--- config.mk ---
export PLATFORM = sky130hd
export DESIGN_NAME = ines_header_validator_unit_flat
export DESIGN_NICKNAME = d
export VERILOG_FILES = /design/src/hw/rtl/ihv_pkg.sv /design/src/hw/rtl/ihv_if.sv /design/src/hw/rtl/ihv_capture.sv /design/src/hw/rtl/ihv_judge.sv /design/src/hw/rtl/ines_header_validator_unit.sv /design/src/flat_wrapper.sv
export SDC_FILE = /design/constraint.sdc
export NUM_CORES = 1
export LEC_CHECK = 0
export ABC_AREA = 1
export BUFFER_PORTS_ARGS = -buffer_cell sky130_fd_sc_hd__buf_4
export CAP_MARGIN = 20
export CELL_PAD_IN_SITES_DETAIL_PLACEMENT = 1
export CELL_PAD_IN_SITES_GLOBAL_PLACEMENT = 1
export CORE_ASPECT_RATIO = 0.9
export CORE_UTILIZATION = 49
export CTS_BUF_LIST = sky130_fd_sc_hd__clkbuf_4 sky130_fd_sc_hd__clkbuf_8
export CTS_CLUSTER_SIZE = 12
export DETAILED_ROUTE_END_ITERATION = 10
export GPL_TIMING_DRIVEN = 0
export HOLD_SLACK_MARGIN = 0.12
export PLACE_DENSITY_LB_ADDON = 0.1
export SYNTH_ARGS = -nofsm -noshare
export SYNTH_HDL_FRONTEND = slang
export SYNTH_SLANG_ARGS = --single-unit
--- constraint.sdc ---
create_clock -name clk -period 3.45 [get_ports clk]
set_input_delay 0.5175 -clock clk [delete_from_list [all_inputs] [get_ports clk]]
set_output_delay 0.5175 -clock clk [all_outputs]
set_load 0.02 [all_outputs]
--- src/hw/rtl/ihv_pkg.sv ---
`timescale 1ns / 1ps

package ihv_pkg;

	localparam int unsigned HEADER_BYTES = 16;
	localparam int unsigned POS_W        = 5;
	localparam int unsigned CFG_INDEX_W  = 2;
	localparam int unsigned LEN_W        = 24;
	localparam int unsigned SIZE_W       = 23;

	typedef logic [1:0] verdict_t;
	localparam verdict_t VERDICT_OK          = 2'd0;
	localparam verdict_t VERDICT_BAD         = 2'd1;
	localparam verdict_t VERDICT_UNSUPPORTED = 2'd2;

	typedef logic [CFG_INDEX_W-1:0] cfg_index_t;
	localparam cfg_index_t REG_FILE_LENGTH      = 2'd0;
	localparam cfg_index_t REG_MAX_IMAGE_LENGTH = 2'd1;

	localparam logic [LEN_W-1:0] MAX_IMAGE_LENGTH_RST = 24'd8388608;

	typedef logic [HEADER_BYTES-1:0][7:0] hdr_t;

	localparam logic [3:0][7:0] MAGIC_TAG  = {8'h1a, 8'h53, 8'h45, 8'h4e};
	localparam logic [8:0][7:0] RIPPER_TAG =
		{8'h21, 8'h65, 8'h64, 8'h75, 8'h44, 8'h6b, 8'h73, 8'h69, 8'h44};

	// Header handed from the capture stage to the checker
	typedef struct packed {
		logic pend;
		hdr_t hdr;
	} judge_req_t;

endpackage

--- src/hw/rtl/ihv_if.sv ---
`timescale 1ns / 1ps

interface ihv_byte_if;
	logic       valid;
	logic       ready;
	logic [7:0] header_byte;
	logic       first_byte;

	modport source (output valid, header_byte, first_byte, input ready);
	modport sink   (input valid, header_byte, first_byte, output ready);
endinterface

interface ihv_verdict_if;
	logic        valid;
	logic        ready;
	logic [1:0]  verdict;
	logic [7:0]  mapper_id;
	logic [22:0] image_size;

	modport source (output valid, verdict, mapper_id, image_size, input ready);
	modport sink   (input valid, verdict, mapper_id, image_size, output ready);
endinterface

interface ihv_cfg_if;
	logic        valid;
	logic        ready;
	logic [1:0]  index;
	logic [23:0] data;

	modport source (output valid, index, data, input ready);
	modport sink   (input valid, index, data, output ready);
endinterface

--- src/hw/rtl/ihv_capture.sv ---
`timescale 1ns / 1ps

module ihv_capture (
	input  logic                clk,
	input  logic                arst_n,
	input  logic                in_fire,
	input  logic [7:0]          header_byte,
	input  logic                first_byte,
	input  logic                adv,
	output logic                hold,
	output ihv_pkg::judge_req_t req
);

	logic [ihv_pkg::POS_W-1:0] pos_q;
	logic [ihv_pkg::POS_W-1:0] pos_eff;
	logic                      in_range;
	logic                      last;
	logic                      pend_s1;
	ihv_pkg::hdr_t             hdr_q;

	assign pos_eff  = first_byte ? '0 : pos_q;
	assign in_range = (pos_eff < ihv_pkg::POS_W'(ihv_pkg::HEADER_BYTES));
	assign last     = (pos_eff == ihv_pkg::POS_W'(ihv_pkg::HEADER_BYTES - 1));

	// Stall new beats only while a finished header cannot move on
	assign hold = pend_s1 && !adv;

	always_ff @(posedge clk or negedge arst_n) begin
		if (!arst_n) begin
			pos_q   <= '0;
			pend_s1 <= 1'b0;
		end else begin
			if (in_fire) begin
				pos_q <= in_range ? pos_eff + 1'b1 : pos_eff;
			end
			pend_s1 <= (in_fire && last) || hold;
		end
	end

	always_ff @(posedge clk) begin
		if (in_fire && in_range) begin
			hdr_q[pos_eff[3:0]] <= header_byte;
		end
	end

	assign req.pend = pend_s1;
	assign req.hdr  = hdr_q;

	pos_bound_a: assert property (@(posedge clk) disable iff (!arst_n)
		pos_q <= ihv_pkg::POS_W'(ihv_pkg::HEADER_BYTES))
		else $error("byte position past header end");

	pend_after_last_a: assert property (@(posedge clk) disable iff (!arst_n)
		$rose(pend_s1) |-> pos_q == ihv_pkg::POS_W'(ihv_pkg::HEADER_BYTES))
		else $error("verdict pending without a complete header");

	hold_blocks_a: assert property (@(posedge clk) disable iff (!arst_n)
		hold |-> !in_fire)
		else $error("beat taken while a header waits");

endmodule

--- src/hw/rtl/ihv_judge.sv ---
`timescale 1ns / 1ps

module ihv_judge (
	input  logic                       clk,
	input  logic                       arst_n,
	input  ihv_pkg::judge_req_t        req,
	input  logic [ihv_pkg::LEN_W-1:0]  file_length,
	input  logic [ihv_pkg::LEN_W-1:0]  max_image_length,
	input  logic                       out_ready,
	output logic                       adv,
	output logic                       out_valid,
	output ihv_pkg::verdict_t          verdict,
	output logic [7:0]                 mapper_id,
	output logic [ihv_pkg::SIZE_W-1:0] image_size
);

	function automatic logic mapper_ok(input logic [7:0] m);
		logic ok;
		case (m)
			8'd0, 8'd1, 8'd2, 8'd3, 8'd4, 8'd5, 8'd7,
			8'd9, 8'd10, 8'd11, 8'd23, 8'd24, 8'd66: ok = 1'b1;
			default: ok = 1'b0;
		endcase
		return ok;
	endfunction

	ihv_pkg::hdr_t                hdr;
	logic                         ripper;
	logic                         magic_ok;
	logic [7:0]                   mapper;
	logic [ihv_pkg::SIZE_W-1:0]   total;
	ihv_pkg::verdict_t            verdict_d;
	logic                         take;
	logic                         out_valid_q;
	ihv_pkg::verdict_t            verdict_q;
	logic [7:0]                   mapper_q;
	logic [ihv_pkg::SIZE_W-1:0]   size_q;

	assign hdr      = req.hdr;
	assign ripper   = ({hdr[15], hdr[14], hdr[13], hdr[12], hdr[11], hdr[10], hdr[9],
	                    hdr[8], hdr[7]} == ihv_pkg::RIPPER_TAG);
	assign magic_ok = ({hdr[3], hdr[2], hdr[1], hdr[0]} == ihv_pkg::MAGIC_TAG);
	assign mapper   = {ripper ? 4'h0 : hdr[7][7:4], hdr[6][7:4]};

	// 16 + trainer + 16 KiB per PRG bank + 8 KiB per CHR bank
	assign total = ihv_pkg::SIZE_W'(16)
	             + (hdr[6][2] ? ihv_pkg::SIZE_W'(512) : '0)
	             + {1'b0, hdr[4], 14'd0}
	             + {2'b0, hdr[5], 13'd0};

	always_comb begin
		if (file_length < ihv_pkg::LEN_W'(16) || file_length > max_image_length || !magic_ok)
			verdict_d = ihv_pkg::VERDICT_BAD;
		else if ((hdr[7] & 8'h0c) == 8'h08)
			verdict_d = ihv_pkg::VERDICT_UNSUPPORTED;
		else if (!ripper && hdr[7][3:0] != 4'h0)
			verdict_d = ihv_pkg::VERDICT_UNSUPPORTED;
		else if (!ripper && (hdr[12] | hdr[13] | hdr[14] | hdr[15]) != 8'h00)
			verdict_d = ihv_pkg::VERDICT_BAD;
		else if (hdr[4] == 8'h00)
			verdict_d = ihv_pkg::VERDICT_BAD;
		else if (!ripper && hdr[8] > 8'd8)
			verdict_d = ihv_pkg::VERDICT_UNSUPPORTED;
		else if (!mapper_ok(mapper))
			verdict_d = ihv_pkg::VERDICT_UNSUPPORTED;
		else if ({1'b0, total} > file_length)
			verdict_d = ihv_pkg::VERDICT_BAD;
		else
			verdict_d = ihv_pkg::VERDICT_OK;
	end

	assign adv  = !out_valid_q || out_ready;
	assign take = req.pend && adv;

	always_ff @(posedge clk or negedge arst_n) begin
		if (!arst_n) begin
			out_valid_q <= 1'b0;
		end else begin
			out_valid_q <= take || (out_valid_q && !out_ready);
		end
	end

	always_ff @(posedge clk) begin
		if (take) begin
			verdict_q <= verdict_d;
			mapper_q  <= mapper;
			size_q    <= (verdict_d == ihv_pkg::VERDICT_OK) ? total : '0;
		end
	end

	assign out_valid  = out_valid_q;
	assign verdict    = verdict_q;
	assign mapper_id  = mapper_q;
	assign image_size = size_q;

	ok_has_size_a: assert property (@(posedge clk) disable iff (!arst_n)
		out_valid_q && verdict_q == ihv_pkg::VERDICT_OK |-> size_q != '0)
		else $error("accepted image with zero size");

	reject_no_size_a: assert property (@(posedge clk) disable iff (!arst_n)
		out_valid_q && verdict_q != ihv_pkg::VERDICT_OK |-> size_q == '0)
		else $error("rejected image carries a size");

	stall_keeps_a: assert property (@(posedge clk) disable iff (!arst_n)
		out_valid_q && !out_ready |=> out_valid_q && $stable(verdict_q))
		else $error("result lost under stall");

endmodule

--- src/hw/rtl/ines_header_validator_unit.sv ---
`timescale 1ns / 1ps
// Cartridge image header checker.
// in_ch: one header byte per beat, offsets 0 to 15; first_byte marks offset 0
//   and restarts the byte count. Beats past offset 15 without the mark are
//   taken and dropped.
// out_ch: one beat per complete header: verdict (0 ok, 1 bad, 2 unsupported),
//   mapper number and image size (zero unless accepted).
// cfg: write index 0 for file_length, 1 for max_image_length; other indexes are
//   taken and dropped. Write only while no header is in flight.
// Throughput: one header byte per cycle while in_ch.ready is high. The checks
//   sit between the stored header bytes and the result register, which fills
//   once the beat carrying offset 15 is taken and the register is free.
// Reset clears the byte count, the result valid and sets max_image_length to
//   8388608 and file_length to 0.
// Receiver stall: the result is held; input keeps flowing until a second
//   complete header waits behind it, then in_ch.ready drops.

module ines_header_validator_unit (
	input  logic   clk,
	input  logic   arst_n,
	ihv_byte_if.sink      in_ch,
	ihv_verdict_if.source out_ch,
	ihv_cfg_if.sink       cfg
);

	logic                       in_fire;
	logic                       hold;
	logic                       adv;
	ihv_pkg::judge_req_t        req;
	logic [ihv_pkg::LEN_W-1:0]  file_length_q;
	logic [ihv_pkg::LEN_W-1:0]  max_image_length_q;

	assign cfg.ready   = 1'b1;
	assign in_ch.ready = !hold;
	assign in_fire     = in_ch.valid && !hold;

	always_ff @(posedge clk or negedge arst_n) begin
		if (!arst_n) begin
			file_length_q      <= '0;
			max_image_length_q <= ihv_pkg::MAX_IMAGE_LENGTH_RST;
		end else if (cfg.valid) begin
			case (cfg.index)
				ihv_pkg::REG_FILE_LENGTH:      file_length_q      <= cfg.data;
				ihv_pkg::REG_MAX_IMAGE_LENGTH: max_image_length_q <= cfg.data;
				default: ;
			endcase
		end
	end

	ihv_capture u_capture (
		.clk         (clk),
		.arst_n      (arst_n),
		.in_fire     (in_fire),
		.header_byte (in_ch.header_byte),
		.first_byte  (in_ch.first_byte),
		.adv         (adv),
		.hold        (hold),
		.req         (req)
	);

	ihv_judge u_judge (
		.clk              (clk),
		.arst_n           (arst_n),
		.req              (req),
		.file_length      (file_length_q),
		.max_image_length (max_image_length_q),
		.out_ready        (out_ch.ready),
		.adv              (adv),
		.out_valid        (out_ch.valid),
		.verdict          (out_ch.verdict),
		.mapper_id        (out_ch.mapper_id),
		.image_size       (out_ch.image_size)
	);

endmodule

--- src/flat_wrapper.sv ---
// flat-port wrapper written by rule: the top's interface ports become plain ports
module ines_header_validator_unit_flat 
  (clk, arst_n, in_ch_valid, in_ch_header_byte, in_ch_first_byte, in_ch_ready, out_ch_valid, out_ch_verdict, out_ch_mapper_id, out_ch_image_size, out_ch_ready, cfg_valid, cfg_index, cfg_data, cfg_ready);
  ihv_byte_if in_ch_i ();
  ihv_verdict_if out_ch_i ();
  ihv_cfg_if cfg_i ();
  input  logic clk;
  input  logic arst_n;
  input wire logic [$bits(in_ch_i.valid)-1:0] in_ch_valid;
  input wire logic [$bits(in_ch_i.header_byte)-1:0] in_ch_header_byte;
  input wire logic [$bits(in_ch_i.first_byte)-1:0] in_ch_first_byte;
  output wire logic [$bits(in_ch_i.ready)-1:0] in_ch_ready;
  output wire logic [$bits(out_ch_i.valid)-1:0] out_ch_valid;
  output wire logic [$bits(out_ch_i.verdict)-1:0] out_ch_verdict;
  output wire logic [$bits(out_ch_i.mapper_id)-1:0] out_ch_mapper_id;
  output wire logic [$bits(out_ch_i.image_size)-1:0] out_ch_image_size;
  input wire logic [$bits(out_ch_i.ready)-1:0] out_ch_ready;
  input wire logic [$bits(cfg_i.valid)-1:0] cfg_valid;
  input wire logic [$bits(cfg_i.index)-1:0] cfg_index;
  input wire logic [$bits(cfg_i.data)-1:0] cfg_data;
  output wire logic [$bits(cfg_i.ready)-1:0] cfg_ready;
  assign in_ch_i.valid = in_ch_valid;
  assign in_ch_i.header_byte = in_ch_header_byte;
  assign in_ch_i.first_byte = in_ch_first_byte;
  assign in_ch_ready = in_ch_i.ready;
  assign out_ch_valid = out_ch_i.valid;
  assign out_ch_verdict = out_ch_i.verdict;
  assign out_ch_mapper_id = out_ch_i.mapper_id;
  assign out_ch_image_size = out_ch_i.image_size;
  assign out_ch_i.ready = out_ch_ready;
  assign cfg_i.valid = cfg_valid;
  assign cfg_i.index = cfg_index;
  assign cfg_i.data = cfg_data;
  assign cfg_ready = cfg_i.ready;
  ines_header_validator_unit u_core (.clk(clk), .arst_n(arst_n), .in_ch(in_ch_i), .out_ch(out_ch_i), .cfg(cfg_i));
endmodule
==> results.sh, run 1 <==
export IMPL_outcome="finished with violations"
export IMPL_violations="negative setup slack"
export IMPL_hold_viol=0
export IMPL_drt_iter0_drc=287
export IMPL_ys_ff_latch=202
export IMPL_drt_pass1_iterations=4
export IMPL_worst_slew_pin_transition_ps=816
export IMPL_critPathTopFamily="simple AND/OR/NAND/NOR gates"
export IMPL_num_io_pins=76
export IMPL_finalClockSkew_ps=28.7
export IMPL_synth_ff_type="edfxtp_1"
export IMPL_cts_sinks=202
export IMPL_initial_core_util_pct=50.5
export IMPL_syn_inst=832
export IMPL_clkTransAtPathRegs_ps=60
export IMPL_synthXorXnorAreaFrac_pct=0.781
export IMPL_leakagePower_nw=4.68
export IMPL_cts_root_buf="clkbuf_8"
export IMPL_antenna_found_initial=0
export IMPL_avgViaCountPerCell=5.05
export IMPL_yosysSeqAreaShare_pct=64.5
export IMPL_crit_buf_inv=4
export IMPL_crit_top_cell="nor2_2"
export IMPL_ir_worst_vdd_mv=0.358
export IMPL_synth_edf_count=147
export IMPL_track_usage_pct=24.0
export IMPL_yosys_area_share_adder_pct=6.64
export IMPL_fp_row_count=46
export IMPL_ys_async_sr_fraction_pct=27.2
export IMPL_cpPeakStageDelay_ps=370
export IMPL_start_kind="flip-flop"
export IMPL_yosysWarnings=0
export IMPL_synth_mux_area_share_pct=0
export IMPL_nets=1048
export IMPL_gp_congestion=0.815
export IMPL_finalSetupViolations=12
export IMPL_holdCritPathClass="in -> reg"
export IMPL_required_ps=3710
export IMPL_drv_cap=0
export IMPL_rsz0062_at_grt="true"
export IMPL_clkLatencyLatePin_ps=520
export IMPL_synth_compound_area_share_pct=5.39
export IMPL_yosysUniqueCellTypes=37
export IMPL_io_buffers=63
export IMPL_setup_tns_final_ps=-741
export IMPL_layout_common_cells="nand2_1, edfxtp_1, inv_1, nor2_1, buf_4"
export IMPL_cts_buffers=35
export IMPL_yosys_area_share_simple_pct=14.9
export IMPL_critPathKind="reg -> reg"
export IMPL_end_kind="flip-flop"
export IMPL_cp_slowest_cell="fa_2"
export IMPL_clock_fmax_mhz=283
export IMPL_die_h_um=130
export IMPL_grt_pass1_wl_um=33900
export IMPL_finalCritPeriodShare_pct=103
export IMPL_antennaDiodeCount=0
export IMPL_syn_area_per_cell_um2=10.8
export IMPL_htreeDepth=2
export IMPL_vias=6196
export IMPL_power_mw=5.64
export IMPL_clockBufferDepth=3
export IMPL_cp_arrival_ps=3800
export IMPL_mappedNetlistArea_um2=8980
export IMPL_worst_path_max_fanout=5
export IMPL_synth_top_family_by_area="simple AND/OR/NAND/NOR gates"
export IMPL_final_common_cell="nand2_1"
export IMPL_drive_gt1_share_pct=20.5
export IMPL_hpwlAfterDp_um=14400
export IMPL_grt_max_degree=56
export IMPL_p_per_area_nw_per_um2=523
export IMPL_syn_to_final_growth_pct=20.2
export IMPL_dieArea_um2=18900
export IMPL_grt_ovfl_total=0
export IMPL_drt_wirelength_per_cell_um=17.9
export IMPL_drc=0
export IMPL_drv_slew=0
export IMPL_cts_tree="built"
export IMPL_slew_headroom_pct=45.4
export IMPL_routed_wl_um=21900
export IMPL_coreArea_um2=17800
export IMPL_setup_slack_ps=-86.7
export IMPL_final_antenna_net_count=0
export IMPL_cp_cell_sequence="ha_2 -> inv_2 -> fa_2 -> inv_2 -> a21oi_2 -> nor2_1 -> nor2_2 -> o31ai_4 -> xor2_1 -> inv_1 -> ha_4 -> nand2_4 -> nor2_4 -> nand2_4 -> nor2_2 -> nand2_1 -> nand3_2 -> nand2_2 -> nand3_4 -> nor2_4 -> nand3_4 -> buf_8 -> nor2_2"
export IMPL_grt_pass1_vias=6664
export IMPL_period_minus_slack_ps=3540
export IMPL_die_w_um=145
[Yosys cell counts, types with 12 or more instances]
master / instances / area (um2)
clkbuf_1: 12 / 45.0
nand3_1: 15 / 75.1
ha_1: 46 / 576
buf_4: 12 / 90.1
nand2_1: 158 / 593
dfrtp_1: 54 / 1350
nor2_2: 14 / 87.6
o21ai_0: 52 / 260
edfxtp_1: 147 / 4410
nor2_1: 94 / 353
a21oi_1: 26 / 130
inv_1: 138 / 518
[stage by stage]
step | util, % | cells | area, um2 | setup WS (ps) | hold WS [ps]
2_1_floorplan | - | 842 | 9010 | 326 | 222
3_3_place_gp | 55.0 | 1145 | 9790 | -87.9 | 460
3_5_place_dp | 55.1 | 1146 | 9810 | -188 | 473
4_1_cts | 59.9 | 1219 | 10600 | 13.5 | 241
5_1_grt | 60.7 | 1226 | 10800 | -287 | 256
6_report | 60.7 | 1226 | 10800 | -86.7 | 252
[worst min-delay path: stages]
cell and delay (ps):
buf_4 110, inv_1 50, o21ai_0 80
[path summary, 6_finish.rpt]
| check | cells after the start | startpoint | slack, ps | to |
|---|---|---|---|---|
| max | 23 | u_core.u_capture.req[32] | -90 | u_core.u_judge.image_size[17] |
| min | 3 | cfg_data[23] | 250 | u_core.max_image_length_q[23] |
| max reg2reg | 23 | u_core.u_capture.req[32] | -90 | u_core.u_judge.image_size[17] |
| min reg2reg | 2 | u_core.max_image_length_q[22] | 480 | u_core.max_image_length_q[22] |
| max in group asynchronous | 2 | arst_n | 2330 | u_core.u_capture.pos_q[1] |
| min in group asynchronous | 2 | arst_n | 620 | u_core.max_image_length_q[2] |
[timing repair]
item                                    CTS  global route
hold endpoints to repair                 54             0
hold buffers                              1             0
resized for setup                        12            18
gates cloned                              1             0
buffers inserted                          9             7
endpoints found under the setup margin   12            13
pin swaps                                 5            20
[report_power, final]
part	total [mW]	internal [mW]	switching [mW]	leakage [nW]
registers	2.81	2.73	0.0820	1.99
clock network	2.17	1.24	0.932	0.378
logic	0.653	0.246	0.407	2.31
total	5.64	4.22	1.42	4.68
[kinds of logic (layout without fill, tap and decap cells)]
kind of cell    after synthesis  after routing
simple gates                315            315
compound gates               89             89
other cells                   2             12
flops                       202            202
xor+xnor                      8              8
fa+ha+maj                    47             47
buf+inv                     169            313
[layer usage]
layer | global-route usage [%] | vias up | part of all wire [%]
li1 | - | 2956 | -
met1 | 29.9 | 3050 | 42
met2 | 42.4 | 139 | 51
met3 | 3.90 | 51 | 4.1
met4 | 8.36 | 0 | 3.0
met5 | 0 | - | 0
[registers in the layout, summed over array words and instances (netlist names)]
signal and cells:
u_core.max_image_length_q 24, u_core.file_length_q 24, u_core.u_judge.verdict 2, u_core.u_judge.image_size 12
u_core.u_capture.pend_s1 1, u_core.u_judge.mapper_id 8, u_core.u_judge.out_valid 1, u_core.u_capture.req 125
u_core.u_capture.pos_q 5
[cell type report]
type	instances	area, um2
well taps	240	300
fillers	1911	7000
clock buffers	56	677
plain buffers	26	154
clock inverters	6	25.0
inverters	143	537
multi-input cells	471	2650
repair buffers	82	649
flip-flops and latches	202	5790
(Power assumes the default switching activity.)
==> run 2: changes to the inputs <==
Settings changed: ABC_AREA 1 to unset, CAP_MARGIN 20 to 10, CORE_ASPECT_RATIO 0.9 to 0.5, CORE_UTILIZATION 49 to 50.
==> results.sh, run 2 <==
export IMPL_nFillCells=1643
export IMPL_avgViaCountPerCell=5.42
export IMPL_rr_endpoint="u_core.u_judge.image_size[16]"
export IMPL_synth_top_cell_by_area="edfxtp_1"
export IMPL_clkTransAtPathRegs_ps=70
export IMPL_start_kind="flip-flop"
export IMPL_period_minus_slack_ps=3810
export IMPL_drt_iter0_drc=254
export IMPL_final_common_cell="edfxtp_1"
export IMPL_synth_edf_count=147
export IMPL_critPathCapture="u_core.u_judge.image_size[16]"
export IMPL_ys_top_cells_by_area="edfxtp_1, dfrtp_1, ha_1, mux2_2, inv_1"
export IMPL_vias=5346
export IMPL_mappedNetlistArea_um2=8610
export IMPL_clock_fmax_mhz=263
export IMPL_ir_worst_vdd_mv=0.335
export IMPL_cp_startpoint="u_core.u_capture.req[42]"
export IMPL_cts_tree="built"
export IMPL_clkLatencyLatePin_ps=560
export IMPL_hpwlAfterDp_um=13200
export IMPL_grt_pass1_vias=5657
export IMPL_syn_inst=613
export IMPL_drt_wirelength_per_cell_um=20.1
export IMPL_required_ps=3850
export IMPL_io_buffers=63
export IMPL_cts_root_buf="clkbuf_8"
export IMPL_leakagePower_nw=4.01
export IMPL_drv_slew=0
export IMPL_finalClockSkew_ps=13.3
export IMPL_synth_top_cell_area_share_pct=51.3
export IMPL_clock_power_share_pct=35.1
export IMPL_cts_sinks=202
export IMPL_pre_cts_slack_ps=-614
export IMPL_finalSetupViolations=13
export IMPL_nets=823
export IMPL_grt_pass1_wl_um=29900
export IMPL_clockBufferDepth=3
export IMPL_yosysWarnings=0
export IMPL_num_io_pins=76
export IMPL_antennaDiodeCount=0
export IMPL_critPathKind="reg -> reg"
export IMPL_drv_cap=0
export IMPL_violations="negative setup slack"
export IMPL_layout_common_cells="edfxtp_1, buf_4, inv_1, dfrtp_1, ha_1"
export IMPL_outcome="finished with violations"
export IMPL_coreArea_um2=16600
export IMPL_power_switching_mw=1.37
export IMPL_hold_ws_ps=176
export IMPL_grt_max_degree=56
export IMPL_track_usage_pct=22.1
export IMPL_final_cells=986
export IMPL_routed_wl_um=19800
export IMPL_dieArea_um2=17800
export IMPL_p_comb_share_pct=12.2
export IMPL_seqPwrFrac_pct=52.6
export IMPL_dp_cells=913
export IMPL_antenna_found_initial=0
export IMPL_worst_r2r_setup_slack_ps=-360
export IMPL_syn_to_final_growth_pct=19.5
export IMPL_p_per_area_nw_per_um2=526
export IMPL_htreeDepth=1
export IMPL_dpl_cell_area_um2=9430
export IMPL_rr_worst_depth=17
export IMPL_largest_register_ffs=125
export IMPL_holdCritPathClass="in -> reg"
export IMPL_gp_congestion=0.826
export IMPL_p_int_mw=4.04
export IMPL_final_antenna_net_count=0
export IMPL_end_kind="flip-flop"
export IMPL_finalCritPeriodShare_pct=110
export IMPL_fp_row_count=33
export IMPL_swShare_pct=25.3
export IMPL_final_cell_area_um2=10300
export IMPL_cp_arrival_ps=4210
export IMPL_synth_most_common_cell="edfxtp_1"
export IMPL_yosysSeqAreaShare_pct=67.3
export IMPL_ys_ff_latch=202
export IMPL_syn_area_per_cell_um2=14.0
export IMPL_worst_slew_pin_transition_ps=1070
export IMPL_initial_core_util_pct=51.9
export IMPL_drc=0
export IMPL_drive_gt1_share_pct=27.9
export IMPL_die_w_um=188
export IMPL_worst_path_max_fanout=4
export IMPL_yosysUniqueCellTypes=57
export IMPL_slew_headroom_pct=28.3
export IMPL_ys_async_sr_fraction_pct=27.2
export IMPL_setup_slack_ps=-360
export IMPL_hold_viol=0
export IMPL_cts_buffers=29
export IMPL_rsz0062_at_grt="true"
export IMPL_grt_ovfl_total=0
export IMPL_synth_ff_type="edfxtp_1"
export IMPL_ys_top_cells_by_count="edfxtp_1, inv_1, dfrtp_1"
export IMPL_die_h_um=94.8
export IMPL_worstReg2RegStart="u_core.u_capture.req[42]"
export IMPL_drt_pass1_iterations=4
## run 2: per-stage QoR
step | util (%) | TNS [ps] | total power [mW]
after floorplan | - | 0 | 3.28
after global placement | 56.8 | -6650 | 3.48
after detailed placement | 56.8 | -7440 | 3.52
after CTS | 61.3 | -3310 | 5.44
after global routing | 62.0 | -6710 | 5.66
final | 62.0 | -4390 | 5.42
## run 2: per-layer routing
metal	routed length [um]	track usage, %
met2	9920	39.0
met1	8920	28.8
met3	784	4.57
met4	199	3.86
met5	0	0
## run 2: timing repair
item	4_1_cts	5_1_grt
hold endpoints to repair	54	0
pin swaps	15	8
hold buffers	1	0
resized for setup	15	13
endpoints found under the setup margin	13	13
setup buffers	11	7
cloned	1	0
## run 2: kinds of logic after synthesis
kind of cell	Yosys count	share of synthesized area, %
multiplexers	36	4.71
other	2	0.0872
AND/OR/NAND/NOR	170	11.4
buffers and inverters	79	4.05
AO/OA/AOI/OAI	72	5.03
adder cells (fa/ha/maj)	47	6.92
XOR/XNOR	5	0.509
flip-flops	202	67.3
## run 2: area by class of cell
cell class	instances	area [um2]	area share [%]
flip-flops and latches	202	5790	56.3
multi-input cells	342	2640	25.7
repair buffers	82	639	6.21
clock buffers	46	539	5.24
well taps	227	284	2.76
inverters	57	214	2.08
plain buffers	22	139	1.35
clock inverters	8	41.3	0.401
## run 2: power groups by stage
stage / clock network (mW) / logic [mW] / registers (mW)
floorplan: 0 / 0.412 / 2.87
global placement: 0 / 0.587 / 2.89
detailed placement: 0 / 0.616 / 2.90
CTS: 1.95 / 0.643 / 2.85
global route: 2.04 / 0.748 / 2.87
finish: 1.90 / 0.663 / 2.85
## run 2: how the worst min path moves through the flow
stage                                        start                  endpoint  depth (start not counted)
after floorplan                             arst_n   u_core.file_length_q[0]                          0
after global placement    u_core.u_capture.pend_s1  u_core.u_judge.out_valid                          1
after detailed placement  u_core.u_capture.pend_s1  u_core.u_judge.out_valid                          1
after CTS                             cfg_data[22]  u_core.file_length_q[22]                          3
after global routing                   cfg_data[9]   u_core.file_length_q[9]                          3
final                                  cfg_data[9]   u_core.file_length_q[9]                          3
## run 2: worst max-delay path, stage by stage (launching register included)
cell and delay (ps):
edfxtp_1 400, ha_1 320, a21o_1 180, a21oi_2 140, nor2b_1 60, o21a_1 200
o41ai_2 280, xor2_1 220, inv_1 110, ha_4 280, nand4b_1 160, nor4_2 280
inv_1 150, nor4_4 200, o21ai_2 100, nand4bb_4 310, buf_6 180, nor3_2 110
==> run 3: changes to the inputs <==
Settings changed: BUFFER_PORTS_ARGS -buffer_cell sky130_fd_sc_hd__buf_4 to unset, DONT_BUFFER_PORTS set to 1.
==> results.sh, run 3 (synthesis gave the netlist of run 2 again) <==
export IMPL_swShare_pct=24.5
export IMPL_clkLatencyLatePin_ps=570
export IMPL_rsz0062_at_grt="true"
export IMPL_clockBufferDepth=3
export IMPL_final_cells=960
export IMPL_power_switching_mw=1.36
export IMPL_die_h_um=94.8
export IMPL_grtUsageMet3_pct=4.27
export IMPL_p_per_area_nw_per_um2=542
export IMPL_clock_power_share_pct=36.9
export IMPL_min_from="in_ch_first_byte"
export IMPL_drt_iter0_drc=196
export IMPL_leakagePower_nw=3.89
export IMPL_coreArea_um2=16600
export IMPL_power_mw=5.56
export IMPL_antenna_found_initial=0
export IMPL_drt_pass1_iterations=4
export IMPL_start_kind="flip-flop"
export IMPL_register_area_um2=5790
export IMPL_io_buffers=0
export IMPL_finalClockSkew_ps=15.3
export IMPL_nFillCells=1616
export IMPL_cp_cell_sequence="ha_1 -> a21o_1 -> a21oi_2 -> nor2b_1 -> o21a_1 -> buf_4 -> or2_4 -> xnor2_2 -> inv_2 -> ha_4 -> buf_4 -> nand2_1 -> nor2_1 -> a2111oi_2 -> o221a_4 -> o21ai_2 -> nand4bb_4 -> clkbuf_16 -> nor2_4"
export IMPL_worstReg2RegStart="u_core.u_capture.req[42]"
export IMPL_multi_input_area_um2=2640
export IMPL_cp_slowest_cell="a2111oi_2"
export IMPL_drt_wirelength_per_cell_um=20.1
export IMPL_die_w_um=188
export IMPL_clkTransAtPathRegs_ps=70
export IMPL_grt_pass1_wl_um=30200
export IMPL_setup_tns_final_ps=-5560
export IMPL_whs_path_depth=2
export IMPL_pre_cts_slack_ps=-715
export IMPL_outcome="finished with violations"
export IMPL_layout_common_cells="edfxtp_1, inv_1, dfrtp_1, ha_1"
export IMPL_cts_tree="built"
export IMPL_vias=5167
export IMPL_holdCritPathClass="in -> reg"
export IMPL_final_common_cell="edfxtp_1"
export IMPL_syn_to_final_growth_pct=19.0
export IMPL_initial_core_util_pct=51.9
export IMPL_p_int_mw=4.20
export IMPL_p_comb_share_pct=11.8
export IMPL_critPathTopFamily="compound AO/OA/AOI/OAI gates"
export IMPL_htreeDepth=1
export IMPL_seqPwrFrac_pct=51.3
export IMPL_track_usage_pct=22.4
export IMPL_largest_register_ffs=125
export IMPL_nets=797
export IMPL_final_antenna_net_count=0
export IMPL_antennaDiodeCount=0
export IMPL_rr_endpoint="u_core.u_judge.image_size[19]"
export IMPL_cpPeakStageDelay_ps=440
export IMPL_end_kind="flip-flop"
export IMPL_grt_util_met2_pct=39.8
export IMPL_violations="negative setup slack"
export IMPL_setup_slack_ps=-464
export IMPL_required_ps=3870
export IMPL_drv_cap=0
export IMPL_final_cell_area_um2=10200
export IMPL_crit_top_cell="buf_4"
export IMPL_finalSetupViolations=13
export IMPL_gp_congestion=0.810
export IMPL_ir_worst_vdd_mv=0.391
export IMPL_grt_max_degree=56
export IMPL_grt_ovfl_total=0
export IMPL_num_io_pins=76
export IMPL_critPathKind="reg -> reg"
export IMPL_cp_arrival_ps=4330
export IMPL_hold_ws_ps=158
export IMPL_drive_gt1_share_pct=20.9
export IMPL_dpl_cell_area_um2=8950
export IMPL_dp_cells=850
export IMPL_finalCritPeriodShare_pct=113
export IMPL_hold_path_end="u_core.u_capture.pos_q[2]"
export IMPL_grt_pass1_vias=5629
export IMPL_worst_path_max_fanout=5
export IMPL_hold_viol=0
export IMPL_drv_slew=0
export IMPL_period_minus_slack_ps=3910
export IMPL_cts_buffers=29
export IMPL_crit_buf_inv=4
export IMPL_cts_sinks=202
export IMPL_fp_row_count=33
export IMPL_routed_wl_um=19200
export IMPL_met1_usage_pct=28.4
export IMPL_avgViaCountPerCell=5.38
export IMPL_worst_slew_pin_transition_ps=1010
export IMPL_drc=0
export IMPL_worst_r2r_setup_slack_ps=-460
export IMPL_slew_headroom_pct=32.9
export IMPL_busiest_layer="met2"
export IMPL_fin_util_pct=61.8
export IMPL_dieArea_um2=17800
export IMPL_cts_root_buf="clkbuf_8"
export IMPL_hpwlAfterDp_um=12400
export IMPL_rr_worst_depth=19
export IMPL_clock_fmax_mhz=256
## run 3: worst register-to-register path, delay by kind of cell, from the launching register on
kind	cells	cell delay, ps
compound gates	6	1290
flops	1	400
xor+xnor	1	190
buf+inv	4	570
fa+ha+maj	2	530
simple gates	6	800
## run 3: per-layer routing
metal	routed length [um]	part of all wire, %
met4	433	2.2
met3	889	4.6
met1	8690	45
met2	9230	48
met5	0	0
## run 3: timing repair
item,CTS,global route
hold buffers,37,0
endpoints found under the setup margin,13,13
resized for setup,17,10
gates cloned,1,0
buffers inserted,15,3
hold endpoints to repair,231,0
pin swaps,14,6
## run 3: layout make-up
cell class	count	share of cell area (%)
Sequential cell	202	56.5
Clock buffer	47	5.27
Clock inverter	7	0.891
Inverter	57	2.09
Buffer	22	1.35
Multi-Input combinational cell	342	25.8
Tap cell	227	2.77
Timing Repair Buffer	56	5.35
## run 3: how the worst max path moves through the flow
stage | cells past startpoint | start | endpoint | slack (ps)
final | 19 | u_core.u_capture.req[42] | u_core.u_judge.image_size[19] | -460
after global routing | 17 | u_core.u_capture.req[42] | u_core.u_judge.image_size[20] | -680
after floorplan | 17 | u_core.u_capture.req[33] | u_core.u_judge.image_size[22] | 7
after detailed placement | 19 | u_core.u_capture.req[32] | u_core.u_judge.image_size[18] | -720
after global placement | 19 | u_core.u_capture.req[32] | u_core.u_judge.image_size[18] | -570
after CTS | 17 | u_core.u_capture.req[42] | u_core.u_judge.image_size[18] | -320
## run 3: power groups by stage
stage | logic (mW) | clock network (mW) | registers, mW
6_report | 0.658 | 2.05 | 2.85
5_1_grt | 0.747 | 2.20 | 2.87
4_1_cts | 0.645 | 2.11 | 2.85
3_5_place_dp | 0.528 | 0 | 2.90
2_1_floorplan | 0.412 | 0 | 2.87
3_3_place_gp | 0.507 | 0 | 2.89
